**config.mk**
```make
export PLATFORM = sky130hd
export DESIGN_NAME = rtp_header_parser
export DESIGN_NICKNAME = d
export VERILOG_FILES = /design/src/sv/rhp_pkg.sv /design/src/sv/rhp_out_buf.sv /design/src/sv/rtp_header_parser.sv
export SDC_FILE = /design/constraint.sdc
export NUM_CORES = 1
export LEC_CHECK = 0
export BUFFER_PORTS_ARGS = -buffer_cell sky130_fd_sc_hd__buf_2
export CORE_ASPECT_RATIO = 0.8
export CORE_MARGIN = 1.5
export CORE_UTILIZATION = 55
export DETAILED_ROUTE_END_ITERATION = 8
export MAX_ROUTING_LAYER = met4
export PLACE_DENSITY = 0.78
export SETUP_SLACK_MARGIN = 0.4
export SLEW_MARGIN = 20
export SYNTH_ARGS = -nofsm -noshare
export SYNTH_HDL_FRONTEND = slang
export SYNTH_HIERARCHICAL = 1
export SYNTH_SLANG_ARGS = --single-unit
```
**constraint.sdc**
```tcl
create_clock -name clk_i -period 4.56 [get_ports clk_i]
set_input_delay 0.456 -clock clk_i [delete_from_list [all_inputs] [get_ports clk_i]]
set_output_delay 0.456 -clock clk_i [all_outputs]
set_load 0.05 [all_outputs]
```
**src/sv/rhp_pkg.sv**
```systemverilog
// Shared types and constants for the RTP header parser.
// Used by rhp_out_buf and rtp_header_parser; depends on nothing else.
`default_nettype none

package rhp_pkg;

  // Bytes in the fixed RTP header.
  localparam logic [4:0] FixedLen = 5'd12;
  // Bytes in one CSRC or extension word.
  localparam logic [3:0] WordBytes = 4'd4;

  typedef enum logic [2:0] {
    KIND_ABSORBED = 3'd0,
    KIND_HEADER   = 3'd1,
    KIND_CSRC     = 3'd2,
    KIND_EXT_HDR  = 3'd3,
    KIND_EXT_WORD = 3'd4,
    KIND_PAYLOAD  = 3'd5,
    KIND_TRUNC    = 3'd6
  } kind_e;

  typedef enum logic [2:0] {
    PH_FIXED     = 3'd0,
    PH_CSRC      = 3'd1,
    PH_EXT_HDR   = 3'd2,
    PH_EXT_WORDS = 3'd3,
    PH_PAYLOAD   = 3'd4
  } phase_e;

  typedef struct packed {
    logic [7:0] data_byte;
    logic       end_of_packet;
  } rhp_in_t;

  typedef struct packed {
    kind_e       kind;
    logic [1:0]  version;
    logic        padding;
    logic        has_extension;
    logic [3:0]  csrc_count;
    logic        marker;
    logic [6:0]  payload_type;
    logic [15:0] sequence_res;
    logic [31:0] time_stamp;
    logic [31:0] source_id;
    logic [31:0] word;
    logic        packet_done;
  } rhp_out_t;

endpackage

`default_nettype wire

```
**src/sv/rhp_out_buf.sv**
```systemverilog
// Two-entry output buffer (result register plus skid stage) for parser results.
// Depends on rhp_pkg for the result item type.
`default_nettype none

module rhp_out_buf (
  input  wire logic             clk_i,
  input  wire logic             rst_ni,
  input  wire logic             push_valid_i,
  output logic                  push_stall_o,
  input  wire rhp_pkg::rhp_out_t push_item_i,
  output logic                  out_valid_o,
  input  wire logic             out_stall_i,
  output rhp_pkg::rhp_out_t     out_item_o
);

  logic              main_valid_q, main_valid_d;
  logic              skid_valid_q, skid_valid_d;
  rhp_pkg::rhp_out_t main_q, main_d;
  rhp_pkg::rhp_out_t skid_q, skid_d;
  logic              push, pop, main_free;

  assign push_stall_o = skid_valid_q;
  assign out_valid_o  = main_valid_q;
  assign out_item_o   = main_q;

  assign push      = push_valid_i && !skid_valid_q;
  assign pop       = main_valid_q && !out_stall_i;
  assign main_free = !main_valid_q || pop;

  always_comb begin
    main_valid_d = main_valid_q;
    skid_valid_d = skid_valid_q;
    main_d       = main_q;
    skid_d       = skid_q;
    if (main_free) begin
      if (skid_valid_q) begin
        // The skid stage drains first; no push can happen while it is full.
        main_d       = skid_q;
        main_valid_d = 1'b1;
        skid_valid_d = 1'b0;
      end else begin
        main_d       = push_item_i;
        main_valid_d = push;
      end
    end else if (push) begin
      skid_d       = push_item_i;
      skid_valid_d = 1'b1;
    end
  end

  always_ff @(posedge clk_i or negedge rst_ni) begin
    if (!rst_ni) begin
      main_valid_q <= 1'b0;
      skid_valid_q <= 1'b0;
    end else begin
      main_valid_q <= main_valid_d;
      skid_valid_q <= skid_valid_d;
    end
  end

  always_ff @(posedge clk_i) begin
    main_q <= main_d;
    skid_q <= skid_d;
  end

`ifndef ASSERT_OFF
  a_skid_implies_main: assert property (@(posedge clk_i) disable iff (!rst_ni)
    skid_valid_q |-> main_valid_q)
    else $error("skid stage holds an item while the result register is empty");

  a_skid_drains_in_order: assert property (@(posedge clk_i) disable iff (!rst_ni)
    (skid_valid_q && pop) |=> (main_valid_q && !skid_valid_q && main_q == $past(skid_q)))
    else $error("skid item was not moved into the result register");
`endif

endmodule

`default_nettype wire

```
**src/sv/rtp_header_parser.sv**
```systemverilog
// RTP header parser top level: byte-wise header state and result formation.
// Depends on rhp_pkg and rhp_out_buf.
//
//   Channel | Handshake                  | Payload
//   --------+----------------------------+------------------------------
//   input   | in_valid_i / in_stall_o    | in_item_i  (rhp_pkg::rhp_in_t)
//   output  | out_valid_o / out_stall_i  | out_item_o (rhp_pkg::rhp_out_t)
//
// One byte is accepted per cycle while in_stall_o is low; each byte yields exactly one result item,
// which is offered on the output from the cycle after acceptance unless
// earlier items are still waiting there.
// The result register and a one-entry skid stage set the throughput: input is
// stalled only while both hold an item.
// Reset returns the parser to the start of a fixed header and empties both
// output entries; every end-of-packet byte does the same to the parse state.
`default_nettype none

module rtp_header_parser (
  input  wire logic             clk_i,
  input  wire logic             rst_ni,
  input  wire logic             in_valid_i,
  output logic                  in_stall_o,
  input  wire rhp_pkg::rhp_in_t in_item_i,
  output logic                  out_valid_o,
  input  wire logic             out_stall_i,
  output rhp_pkg::rhp_out_t     out_item_o
);

  rhp_pkg::phase_e   phase_q, phase_d;
  logic [3:0]        byte_count_q, byte_count_d;
  logic [7:0]        first_byte_q, first_byte_d;
  logic [7:0]        second_byte_q, second_byte_d;
  logic [15:0]       seq_q, seq_d;
  logic [31:0]       stamp_q, stamp_d;
  logic [31:0]       ssrc_q, ssrc_d;
  logic [31:0]       word_accum_q, word_accum_d;
  logic [3:0]        csrc_left_q, csrc_left_d;
  logic [15:0]       ext_left_q, ext_left_d;

  logic              accept;
  logic [7:0]        b;
  logic              eop;
  logic [4:0]        pos_next;
  logic [31:0]       acc;
  logic [3:0]        bc_next;
  logic              hdr;
  rhp_pkg::kind_e    kind;
  logic [31:0]       w;
  rhp_pkg::rhp_out_t res;
  rhp_pkg::phase_e   after_csrc;

  assign accept = in_valid_i && !in_stall_o;
  assign b      = in_item_i.data_byte;
  assign eop    = in_item_i.end_of_packet;

  always_comb begin
    phase_d       = phase_q;
    byte_count_d  = byte_count_q;
    first_byte_d  = first_byte_q;
    second_byte_d = second_byte_q;
    seq_d         = seq_q;
    stamp_d       = stamp_q;
    ssrc_d        = ssrc_q;
    word_accum_d  = word_accum_q;
    csrc_left_d   = csrc_left_q;
    ext_left_d    = ext_left_q;
    kind          = rhp_pkg::KIND_ABSORBED;
    w             = 32'd0;
    hdr           = 1'b0;
    pos_next      = {1'b0, byte_count_q} + 5'd1;
    acc           = {word_accum_q[23:0], b};
    bc_next       = byte_count_q + 4'd1;
    after_csrc    = first_byte_q[4] ? rhp_pkg::PH_EXT_HDR : rhp_pkg::PH_PAYLOAD;

    case (phase_q)
      rhp_pkg::PH_PAYLOAD: begin
        kind = rhp_pkg::KIND_PAYLOAD;
        w    = {24'd0, b};
      end
      rhp_pkg::PH_CSRC, rhp_pkg::PH_EXT_HDR, rhp_pkg::PH_EXT_WORDS: begin
        if (bc_next >= rhp_pkg::WordBytes) begin
          w            = acc;
          byte_count_d = 4'd0;
          word_accum_d = 32'd0;
          case (phase_q)
            rhp_pkg::PH_CSRC: begin
              kind        = rhp_pkg::KIND_CSRC;
              csrc_left_d = csrc_left_q - 4'd1;
              if (csrc_left_d == 4'd0) begin
                phase_d = after_csrc;
              end
            end
            rhp_pkg::PH_EXT_HDR: begin
              kind       = rhp_pkg::KIND_EXT_HDR;
              ext_left_d = acc[15:0];
              phase_d    = (acc[15:0] != 16'd0) ? rhp_pkg::PH_EXT_WORDS
                                                : rhp_pkg::PH_PAYLOAD;
            end
            default: begin
              kind       = rhp_pkg::KIND_EXT_WORD;
              ext_left_d = ext_left_q - 16'd1;
              if (ext_left_d == 16'd0) begin
                phase_d = rhp_pkg::PH_PAYLOAD;
              end
            end
          endcase
        end else begin
          word_accum_d = acc;
          byte_count_d = bc_next;
        end
      end
      default: begin
        // Fixed header; unused phase codes behave the same way.
        case (byte_count_q)
          4'd0:                      first_byte_d  = b;
          4'd1:                      second_byte_d = b;
          4'd2, 4'd3:                seq_d   = {seq_q[7:0], b};
          4'd4, 4'd5, 4'd6, 4'd7:    stamp_d = {stamp_q[23:0], b};
          default:                   ssrc_d  = {ssrc_q[23:0], b};
        endcase
        if (pos_next >= rhp_pkg::FixedLen) begin
          kind         = rhp_pkg::KIND_HEADER;
          hdr          = 1'b1;
          csrc_left_d  = first_byte_d[3:0];
          byte_count_d = 4'd0;
          word_accum_d = 32'd0;
          if (first_byte_d[3:0] != 4'd0) begin
            phase_d = rhp_pkg::PH_CSRC;
          end else begin
            phase_d = first_byte_d[4] ? rhp_pkg::PH_EXT_HDR : rhp_pkg::PH_PAYLOAD;
          end
        end else begin
          phase_d      = rhp_pkg::PH_FIXED;
          byte_count_d = pos_next[3:0];
        end
      end
    endcase

    // A packet that ends while header bytes are still owed is truncated.
    if (eop && phase_d != rhp_pkg::PH_PAYLOAD) begin
      kind = rhp_pkg::KIND_TRUNC;
      w    = 32'd0;
      hdr  = 1'b0;
    end

    res               = '0;
    res.kind          = kind;
    res.word          = w;
    res.packet_done   = eop;
    if (hdr) begin
      res.version       = first_byte_d[7:6];
      res.padding       = first_byte_d[5];
      res.has_extension = first_byte_d[4];
      res.csrc_count    = first_byte_d[3:0];
      res.marker        = second_byte_d[0];
      res.payload_type  = second_byte_d[7:1];
      res.sequence_res  = seq_d;
      res.time_stamp    = stamp_d;
      res.source_id     = ssrc_d;
    end
  end

  always_ff @(posedge clk_i or negedge rst_ni) begin
    if (!rst_ni) begin
      phase_q      <= rhp_pkg::PH_FIXED;
      byte_count_q <= 4'd0;
    end else if (accept) begin
      if (eop) begin
        phase_q      <= rhp_pkg::PH_FIXED;
        byte_count_q <= 4'd0;
      end else begin
        phase_q      <= phase_d;
        byte_count_q <= byte_count_d;
      end
    end
  end

  always_ff @(posedge clk_i) begin
    if (accept) begin
      first_byte_q  <= first_byte_d;
      second_byte_q <= second_byte_d;
      seq_q         <= seq_d;
      stamp_q       <= stamp_d;
      ssrc_q        <= ssrc_d;
      word_accum_q  <= word_accum_d;
      csrc_left_q   <= csrc_left_d;
      ext_left_q    <= ext_left_d;
    end
  end

  rhp_out_buf u_out_buf (
    .clk_i        (clk_i),
    .rst_ni       (rst_ni),
    .push_valid_i (in_valid_i),
    .push_stall_o (in_stall_o),
    .push_item_i  (res),
    .out_valid_o  (out_valid_o),
    .out_stall_i  (out_stall_i),
    .out_item_o   (out_item_o)
  );

`ifndef ASSERT_OFF
  a_fixed_count_range: assert property (@(posedge clk_i) disable iff (!rst_ni)
    phase_q == rhp_pkg::PH_FIXED |-> {1'b0, byte_count_q} < rhp_pkg::FixedLen)
    else $error("fixed header byte count out of range");

  a_word_count_range: assert property (@(posedge clk_i) disable iff (!rst_ni)
    (phase_q == rhp_pkg::PH_CSRC || phase_q == rhp_pkg::PH_EXT_HDR ||
     phase_q == rhp_pkg::PH_EXT_WORDS) |-> byte_count_q < rhp_pkg::WordBytes)
    else $error("word byte count out of range");

  a_eop_restarts: assert property (@(posedge clk_i) disable iff (!rst_ni)
    (accept && eop) |=> (phase_q == rhp_pkg::PH_FIXED && byte_count_q == 4'd0))
    else $error("parser did not restart after end of packet");

  a_header_fields_clear: assert property (@(posedge clk_i) disable iff (!rst_ni)
    (out_valid_o && out_item_o.kind != rhp_pkg::KIND_HEADER) |->
      (out_item_o.version == 2'd0 && out_item_o.csrc_count == 4'd0 &&
       out_item_o.source_id == 32'd0 && out_item_o.time_stamp == 32'd0))
    else $error("header fields set on a non-header item");
`endif

endmodule

`default_nettype wire

```
## Word-level counts from Yosys, hierarchy flattened

Cells that the tools add are included.

- Add/sub/neg operators: 4
- Order comparisons: 2
- Equal/unequal tests: 15
- Mux-type cells: 50
- Bitwise logic cells: 3
- Reduce and logical (&&, ||, !) cells: 24

Operator list:

| cell | count |
|---|---|
| $mux W32 | 6 |
| $mux W132 | 1 |
| $mux W96 | 1 |
| $pmux W32 S2 | 1 |
| $mux W24 | 2 |
| $pmux W24 S2 | 1 |
| $mux W8 | 5 |
| $mux W3 | 11 |
| $mux W16 | 2 |
| $pmux W16 S2 | 1 |
| $mux W4 | 6 |
| $pmux W3 S2 | 4 |
| $eq A4 B3 Y1 const B | 4 |
| $logic_not A16 Y1 | 1 |
| $pmux W4 S2 | 2 |
| $reduce_bool A16 Y1 | 1 |
| $sub A16 B1 Y16 const B | 1 |
| $eq A4 B2 Y1 const B | 2 |
| $logic_not A4 Y1 | 2 |
| $reduce_or A4 Y1 | 2 |
| $reduce_or A8 Y1 | 1 |
| $mux W1 | 7 |
| $eq A3 B2 Y1 const B | 2 |
| $ne A2 B2 Y1 const B | 3 |
| 21 further kinds | 29 |

- Flip-flop bits (word level): 413
- Input bits: 13
- Output and inout port bits: 134
- Word-level logic and storage cells: 134

## Longest topological paths before layout

Gate-level depths: netlist of run 1.

- Depth in word-level cells: 12
- Mapped depth: 12

## By module

The synthesis of run 1 kept the hierarchy.

Modules (own cells, without submodules):

| module | instances | cells an instance | area an instance (um^2) | seq. area each (um^2) |
|---|---|---|---|---|
| rhp_out_buf | 1 | 417 | 9791.9 | 7977.7 |
| rtp_header_parser | 1 | 813 | 9364.0 | 4379.2 |

## Least setup slack after synthesis of run 1

No wires, ideal clock.

- Path type: reg2reg
- Start point: reg u_out_buf.skid_valid_q, in the netlist u_out_buf/push_stall_o
- End point: reg u_out_buf/skid_q[0] (netlist name) (enable)
- Setup time: 509 ps
- Arrival time: 4266 ps
- Setup slack: -215 ps
- Cell stages (with the launch flop): 5
- Period minus slack after synthesis: 4775 ps
- Cell sequence: dfrtp_1 -> buf_6 -> buf_6 -> buf_6 -> and4b_1

- Cells in the longest elaborated chain, start to end: 3

Ends and longest elaborated chain:

| what | line | RTL |
|---|---|---|
| from (decl) | rhp_out_buf.sv:17 | `logic skid_valid_q, skid_valid_d;` |
| from (signal assigned) | rhp_out_buf.sv:57 | `skid_valid_q <= skid_valid_d;` |
| $logic_not A1 Y1 | rhp_out_buf.sv:26 | `assign push = push_valid_i && !skid_valid_q;` |
| $logic_and A1 B1 Y1 | rhp_out_buf.sv:26 |  |
| $reduce_and A2 Y1 (no source line) | n/a |  |
| to (signal assigned) | rhp_out_buf.sv:63 | `skid_q <= skid_d;` |
| to (decl) | rhp_out_buf.sv:19 | `rhp_pkg::rhp_out_t skid_q, skid_d;` |

Every way passes these cells.
A chain may end at the register's enable or synchronous reset.

==> results of run 1 <==
[where the power goes]
| part | switching (mW) | internal (mW) | total (mW) |
|---|---|---|---|
| Combinational | 0.771 | 0.353 | 1.12 |
| Clock | 1.42 | 1.83 | 3.25 |
| Sequential | 0.112 | 4.46 | 4.58 |
| Total | 2.31 | 6.65 | 8.95 |
[what timing repair did]
item                      CTS  global route
hold buffers                1             0
hold endpoints to repair    9             0
setup buffers               0             0
[cell usage in the layout, fill, tap and decap left out, types with 11 or more instances in the layout]
cell type  instances
edfxtp_1         404
buf_4             21
o21ai_1           29
clkbuf_16         43
nand2_1           28
mux2_2           182
and3_1            49
nor2b_1           11
nor3b_1           11
o21ai_0           25
o2111a_1          91
buf_2            146
a41oi_1           33
nor2_1            26
mux2_4            47
nand3_1           41
[through the flow]
stage	setup WS (ps)	instance area [um^2]	std cells	hold WS, ps	utilization
finish	866	21500	1824	165	0.633
global placement	944	20200	1748	343	0.594
global route	700	21500	1824	165	0.633
CTS	734	21400	1821	152	0.632
detailed placement	761	20200	1748	346	0.594
floorplan	490	19200	1230	160	-
[layer usage]
metal  wire length, um  vias to the layer above  track usage
met2             18400                      449        0.340
met1             19100                     5818        0.353
li1                  -                     5162            -
met5                 0                        -            -
met3              2840                       53       0.0375
met4               729                        0       0.0550
[how the worst max path moves through the flow]
| stage | startpoint | to | slack (ps) | cells after the start |
|---|---|---|---|---|
| 2_1_floorplan | u_out_buf/out_valid_o$_DFFE_PN0P_ | u_out_buf/out_item_o[0]$_DFFE_PP_ | 490 | 1 |
| 3_3_place_gp | byte_count_q[0]$_DFFE_PN0P_ | u_out_buf/out_item_o[108]$_DFFE_PP_ | 940 | 9 |
| 3_5_place_dp | byte_count_q[0]$_DFFE_PN0P_ | u_out_buf/out_item_o[51]$_DFFE_PP_ | 760 | 9 |
| 4_1_cts | byte_count_q[0]$_DFFE_PN0P_ | u_out_buf/out_item_o[53]$_DFFE_PP_ | 730 | 9 |
| 5_1_grt | phase_q[0]$_DFFE_PN0P_ | u_out_buf/out_item_o[111]$_DFFE_PP_ | 700 | 7 |
| 6_report | phase_q[0]$_DFFE_PN0P_ | u_out_buf/out_item_o[111]$_DFFE_PP_ | 870 | 7 |
[cell families (layout without fill, tap and decap cells)]
family	Yosys count	after routing
compound gates	228	228
xor+xnor	15	15
fa+ha+maj	10	10
buf+inv	126	254
flops	413	413
mux	232	232
other cells	0	1
simple gates	206	206
[registers in the layout, summed over array words and instances, names as in the netlist]
register and flops:
csrc_left_q 4, u_out_buf/push_stall_o 1, seq_q 16, u_out_buf/skid_q 132
first_byte_q 8, ssrc_q 32, u_out_buf/out_item_o 132, stamp_q 32
ext_left_q 16, second_byte_q 8, byte_count_q 4, word_accum_q 24
u_out_buf/out_valid_o 1, phase_q 3
[area by class of cell]
class                           instances  area, um^2  area share
Timing Repair Buffer                  172         986      0.0459
Inverter                               10        41.3     0.00192
Antenna cell                            1        2.50    0.000116
Sequential cell                       413       12400       0.575
Clock buffer                           48        1090      0.0509
Clock inverter                         24         171     0.00798
Multi-Input combinational cell        691        6250       0.291
Tap cell                              465         582      0.0271
==> reports/qor.csv, run 1 <==
stage,metric,value,unit
status,outcome,finished clean,
yosys,synthesized netlist cell count,1230,
yosys,XOR/XNOR share of the synthesized area,0.00686,
yosys,Syn Nets,1252,
worst_setup_path,CP required,4850,ps
clock_network,CTS tree,done,
clock_network,PostCTS Resize Cnt,0,
flow_run,MaxCap Viol Count,0,
timing,Layout Skew,13.5,ps
worst_setup_path,crit path kind,flip-flop to flip-flop,
min_path,Hold Path Class,primary input to flip-flop,
yosys,synth top area cells,"edfxtp_1 63%, mux2_2 11%, o2111a_1 5.3%",
timing,unrepaired setup endpoints after global routing,false,
global_routing,GRT Util Overall,0.236,
power_and_ir_drop,leakage,8.11,nW
timing,final hold vios,0,
floorplan,Initial Utilization,0.565,
routing,Total Routed Length,41100,um
global_routing,grt ovf,0,
timing,Slew Limit Fails,0,
timing,Period minus WS final,3690,ps
yosys,Netlist cell types,65,
worst_setup_path,Critical R2R Launch,phase_q[0]$_DFFE_PN0P_,
floorplan,Die X,212,um
global_routing,first-pass GRT wire length,63900,um
floorplan,die height,170,um
yosys,Synth Area per Inst,15.6,um^2
worst_setup_path,r2r endpoint,u_out_buf/out_item_o[111]$_DFFE_PP_,
yosys,Synth Area in Simple Gates,0.0615,
place,port buffer count,146,
worst_setup_path,"Arr. time, crit path",3990,ps
yosys,mux share of post-synthesis cell area,0.145,
worst_setup_path,Crit path largest cell delay,680,ps
worst_setup_path,Worst setup EP type,flip-flop,
yosys,Ys Warns,6,
power_and_ir_drop,P per Cell Area,417,nW/um^2
routing,Vias,11500,
clock_network,CTS buffer count,41,
layout,layout cell share with drive strength beyond 1,0.353,
yosys,Synth Area in Adders,0.00640,
min_path,worst hold path startpoint,in_valid_i,
worst_setup_path,"slowest stage cell, crit path",o211a_1,
timing,Worst-Margin Slew,1080,ps
global_routing,number of global-route vias before repair,10900,
routing,vias per inst,6.29,
routing,DRC viols,0,
yosys,Post-synth ARST share,0.0218,
clock_network,CTS Sinks,413,
worst_setup_path,Worst Path Buf+Inv,1,
floorplan,die area,36000,um^2
yosys,Main synth FF type,edfxtp_1,
place,hpwl dp,24300,um
clock_network,Max clock buf depth,3,
layout,Filler cells,2525,
yosys,"Seq/Total Area, Yosys",0.645,
global_routing,largest net degree at the start of global routing,102,
timing,fmax,271,MHz
floorplan,# IOs,147,
routing,initial detailed-routing violation count,1237,
power_and_ir_drop,maximum vdd ir drop,285,uV
yosys,Synth Area in Compound Gates,0.102,
floorplan,# rows,60,
routing,routed len/inst,22.5,um
worst_setup_path,"CP delay by family, top",compound AO/OA/AOI/OAI gates,
clock_network,Clock Tree Root,clkbuf_16,
place,Final Wtd Congestion,0.887,
worst_setup_path,worst-path cell chain,nor2_1 -> xor2_4 -> buf_4 -> o211a_1 -> mux2_2 -> o2111a_1 -> mux2_4,
yosys,largest family of logic cells by synthesized area,multiplexers,
yosys,"top cells by count, synth","404 x edfxtp_1, 182 x mux2_2, 91 x o2111a_1",
timing,Slew HR,0.280,
yosys,synthesized cell area,19200,um^2
worst_setup_path,"Max FO, Critical Path",58,
layout,final net count,1351,
timing,total negative slack,0,ps
clock_network,"Clk Latency, worst-skew pair",550,ps
worst_setup_path,Startpoint Class,flip-flop,
min_path,Hold Path Stages,2,
power_and_ir_drop,total chip power,8.95,mW
clock_network,H-Tree Depth,2,
yosys,most frequent cell after synthesis,edfxtp_1,
yosys,"EDFF count, synth",404,
timing,final setup fails,0,
worst_setup_path,reg2reg path depth,7,
floorplan,core area,33900,um^2
global_routing,initial antenna violation count,1,
yosys,top cell type's share of synthesized area,0.633,
routing,Routed Antenna Nets,0,
layout,area added between synthesis and finish,12.2,%
yosys,"flops & latches, synth",413,
worst_setup_path,Reg2Reg Setup Slack,870,ps
routing,Pre-Repair DR Iteration Count,5,
min_path,Hold Path End,u_out_buf/out_valid_o$_DFFE_PN0P_,
clock_network,clock-pin transition on the worst setup and hold timing paths,70,ps
timing,final cycle utilization of the critical path,0.810,
yosys,largest area contributor in the netlist,edfxtp_1,
Note: power is estimated with default switching activity, not from simulation.
==> run 2, diff against run 1 <==
==> constraint.sdc (replaced) <==
create_clock -name clk_i -period 3 [get_ports clk_i]
set_input_delay 0.3 -clock clk_i [delete_from_list [all_inputs] [get_ports clk_i]]
set_output_delay 0.3 -clock clk_i [all_outputs]
set_load 0.05 [all_outputs]
==> reports/qor.csv, run 2 (same netlist as run 1, synthesis figures left out) <==
stage,metric,value,unit,change
timing,final hold vios,0,,unchanged
layout,layout cell share with drive strength beyond 1,0.468,,+0.115
layout,FF/Latch Area,12400,um^2,about the same
floorplan,core area,33900,um^2,unchanged
clock_network,CTS buffer count,42,,+2.4%
power_and_ir_drop,leakage,9.25,nW,+14%
power_and_ir_drop,maximum vdd ir drop,441,uV,+55%
routing,Total Routed Length,44900,um,+9.3%
routing,DRC viols,0,,unchanged
power_and_ir_drop,Pint,10.3,mW,+55%
place,hpwl dp,25200,um,+3.6%
worst_setup_path,"Max FO, Critical Path",7,,-88%
floorplan,Die X,212,um,unchanged
layout,most frequent cells in the layout,"404 x edfxtp_1, 156 x mux2_2, 146 x buf_2",,
global_routing,number of global-route vias before repair,11900,,+9.7%
global_routing,first-pass GRT wire length,67900,um,+6.2%
layout,final net count,1508,,+12%
worst_setup_path,CP required,3300,ps,-1550 ps
worst_setup_path,Worst setup EP type,flip-flop,,
worst_setup_path,Startpoint Class,flip-flop,,
power_and_ir_drop,part of the power in registers,0.500,,-0.011
place,cell total after placement,1792,,+2.5%
timing,Layout Skew,16.3,ps,+2.74 ps
routing,routed len/inst,22.6,um,+0.49%
power_and_ir_drop,Net Switching,3.55,mW,+54%
place,port buffer count,146,,unchanged
floorplan,# rows,60,,unchanged
layout,area added between synthesis and finish,25.2,%,
routing,vias per inst,6.12,,-2.8%
flow_run,MaxCap Viol Count,0,,unchanged
layout,fin util,0.707,,+0.0732
timing,final cycle utilization of the critical path,0.963,,+0.153
timing,unrepaired setup endpoints after global routing,true,,
timing,fmax,346,MHz,+28%
timing,Slew Limit Fails,0,,unchanged
layout,Filler cells,2254,,-11%
status,outcome,finished clean,,
clock_network,CTS tree,done,,
layout,footprint of the multi-input gates,6880,um^2,+10%
clock_network,"Clk Latency, worst-skew pair",550,ps,about the same
clock_network,Clock Tree Root,clkbuf_16,,
routing,Routed Antenna Nets,0,,unchanged
floorplan,die height,170,um,unchanged
global_routing,GRT Util Overall,0.250,,+0.0143
clock_network,CTS Sinks,413,,unchanged
power_and_ir_drop,Net Sw Frac,0.256,,-0.00164
clock_network,clock-pin transition on the worst setup and hold timing paths,60,ps,about the same
min_path,Hold Path Class,primary input to flip-flop,,
clock_network,Max clock buf depth,3,,unchanged
worst_setup_path,"Arr. time, crit path",3180,ps,-810 ps
layout,"commonest non-fill, non-tap cell in the layout",edfxtp_1,,
clock_network,H-Tree Depth,2,,unchanged
routing,Pre-Repair DR Iteration Count,6,,+1
worst_setup_path,crit path kind,flip-flop to flip-flop,,
timing,total negative slack,0,ps,unchanged
global_routing,initial antenna violation count,3,,+2
place,Final Wtd Congestion,0.858,,-3.3%
timing,Period minus WS final,2890,ps,-805 ps
floorplan,die area,36000,um^2,unchanged
layout,final non-filler cell total,1983,,+8.7%
floorplan,Initial Utilization,0.565,,unchanged
routing,Vias,12100,,+5.7%
power_and_ir_drop,P per Cell Area,578,nW/um^2,+39%
power_and_ir_drop,Comb pwr share,0.136,,+0.010
routing,initial detailed-routing violation count,991,,-20%
timing,Worst-Margin Slew,738,ps,-343 ps
global_routing,largest net degree at the start of global routing,133,,+30%
global_routing,grt ovf,0,,unchanged
power_and_ir_drop,Clock power frac,0.364,,about the same
timing,final setup fails,0,,unchanged
floorplan,# IOs,147,,unchanged
timing,Slew HR,0.507,,+0.228
==> run 2: cell types whose count changed in the layout (fill, tap and decap cells not counted), moves of 19 or more <==
cell | before | now
buf_4 | 21 | 116
o21ai_2 | 0 | 19
buf_6 | 0 | 22
buf_12 | 3 | 25
o21ai_1 | 29 | 4
mux2_4 | 47 | 73
mux2_2 | 182 | 156
==> run 2: critical path, cell delays in order (launching register included) <==
cell and delay (ps):
edfxtp_1 420, buf_4 170, nor4_4 200, buf_4 190, nand4_1 140, xor2_1 230, nand2_1 90, or4_4 610
buf_12 170, a21o_1 160, mux2_2 250
==> run 2: layout make-up <==
type / instances / area share
repair buffers: 327 / 0.117
multi-input cells: 692 / 0.287
flip-flops and latches: 413 / 0.516
clock inverters: 20 / 0.00736
well taps: 465 / 0.0243
clock buffers: 53 / 0.0464
inverters: 10 / 0.00177
diodes: 3 / 0.000313
==> run 2: per-stage QoR <==
| stage | instance area (um^2) | total power, mW | hold slack, ps | setup WS [ps] |
|---|---|---|---|---|
| final | 24000 | 13.9 | 55.7 | 112 |
| after global placement | 20900 | 8.76 | 198 | 121 |
| after floorplan | 19400 | 8.36 | 4.41 | 159 |
| after CTS | 23300 | 13.9 | 35.0 | 214 |
| after global routing | 24000 | 14.3 | 48.8 | 31.9 |
| after detailed placement | 20900 | 8.80 | 204 | 13.6 |
==> run 2: worst paths after layout <==
path | from | endpoint | slack [ps] | cells after the start
worst max-delay path | ext_left_q[1]$_DFFE_PP_ | u_out_buf/out_item_o[130]$_DFFE_PP_ | 110 | 10
worst max register to register | ext_left_q[1]$_DFFE_PP_ | u_out_buf/out_item_o[130]$_DFFE_PP_ | 110 | 10
min in group asynchronous | rst_ni | phase_q[2]$_DFFE_PN0P_ | 190 | 2
worst min register to register | u_out_buf/skid_q[95]$_DFFE_PP_ | u_out_buf/out_item_o[95]$_DFFE_PP_ | 540 | 1
max in group asynchronous | rst_ni | u_out_buf/push_stall_o$_DFFE_PN0P_ | 2540 | 2
worst min-delay path | in_valid_i | u_out_buf/out_valid_o$_DFFE_PN0P_ | 60 | 2
==> run 2: layer usage <==
layer  wire length (um)  vias up  track usage
li1                   -     5486            -
met1              20400     6186        0.355
met2              20700      381        0.372
met3               2680       85       0.0472
met4               1090        0       0.0686
met5                  0        -            -
==> run 2: power groups by stage <==
stage / logic (mW) / clock network (mW) / registers, mW
global route: 1.98 / 5.32 / 6.96
floorplan: 0.820 / 0 / 7.54
global placement: 1.71 / 0 / 7.05
CTS: 1.85 / 5.12 / 6.93
finish: 1.88 / 5.05 / 6.93
detailed placement: 1.74 / 0 / 7.06
==> run 2: what timing repair did <==
action	in CTS	in global routing
hold buffers	1	0
pin swaps	18	10
setup endpoints to repair	242	261
hold endpoints to repair	9	0
setup buffers	57	40
cloned	13	3
resized for setup	73	59
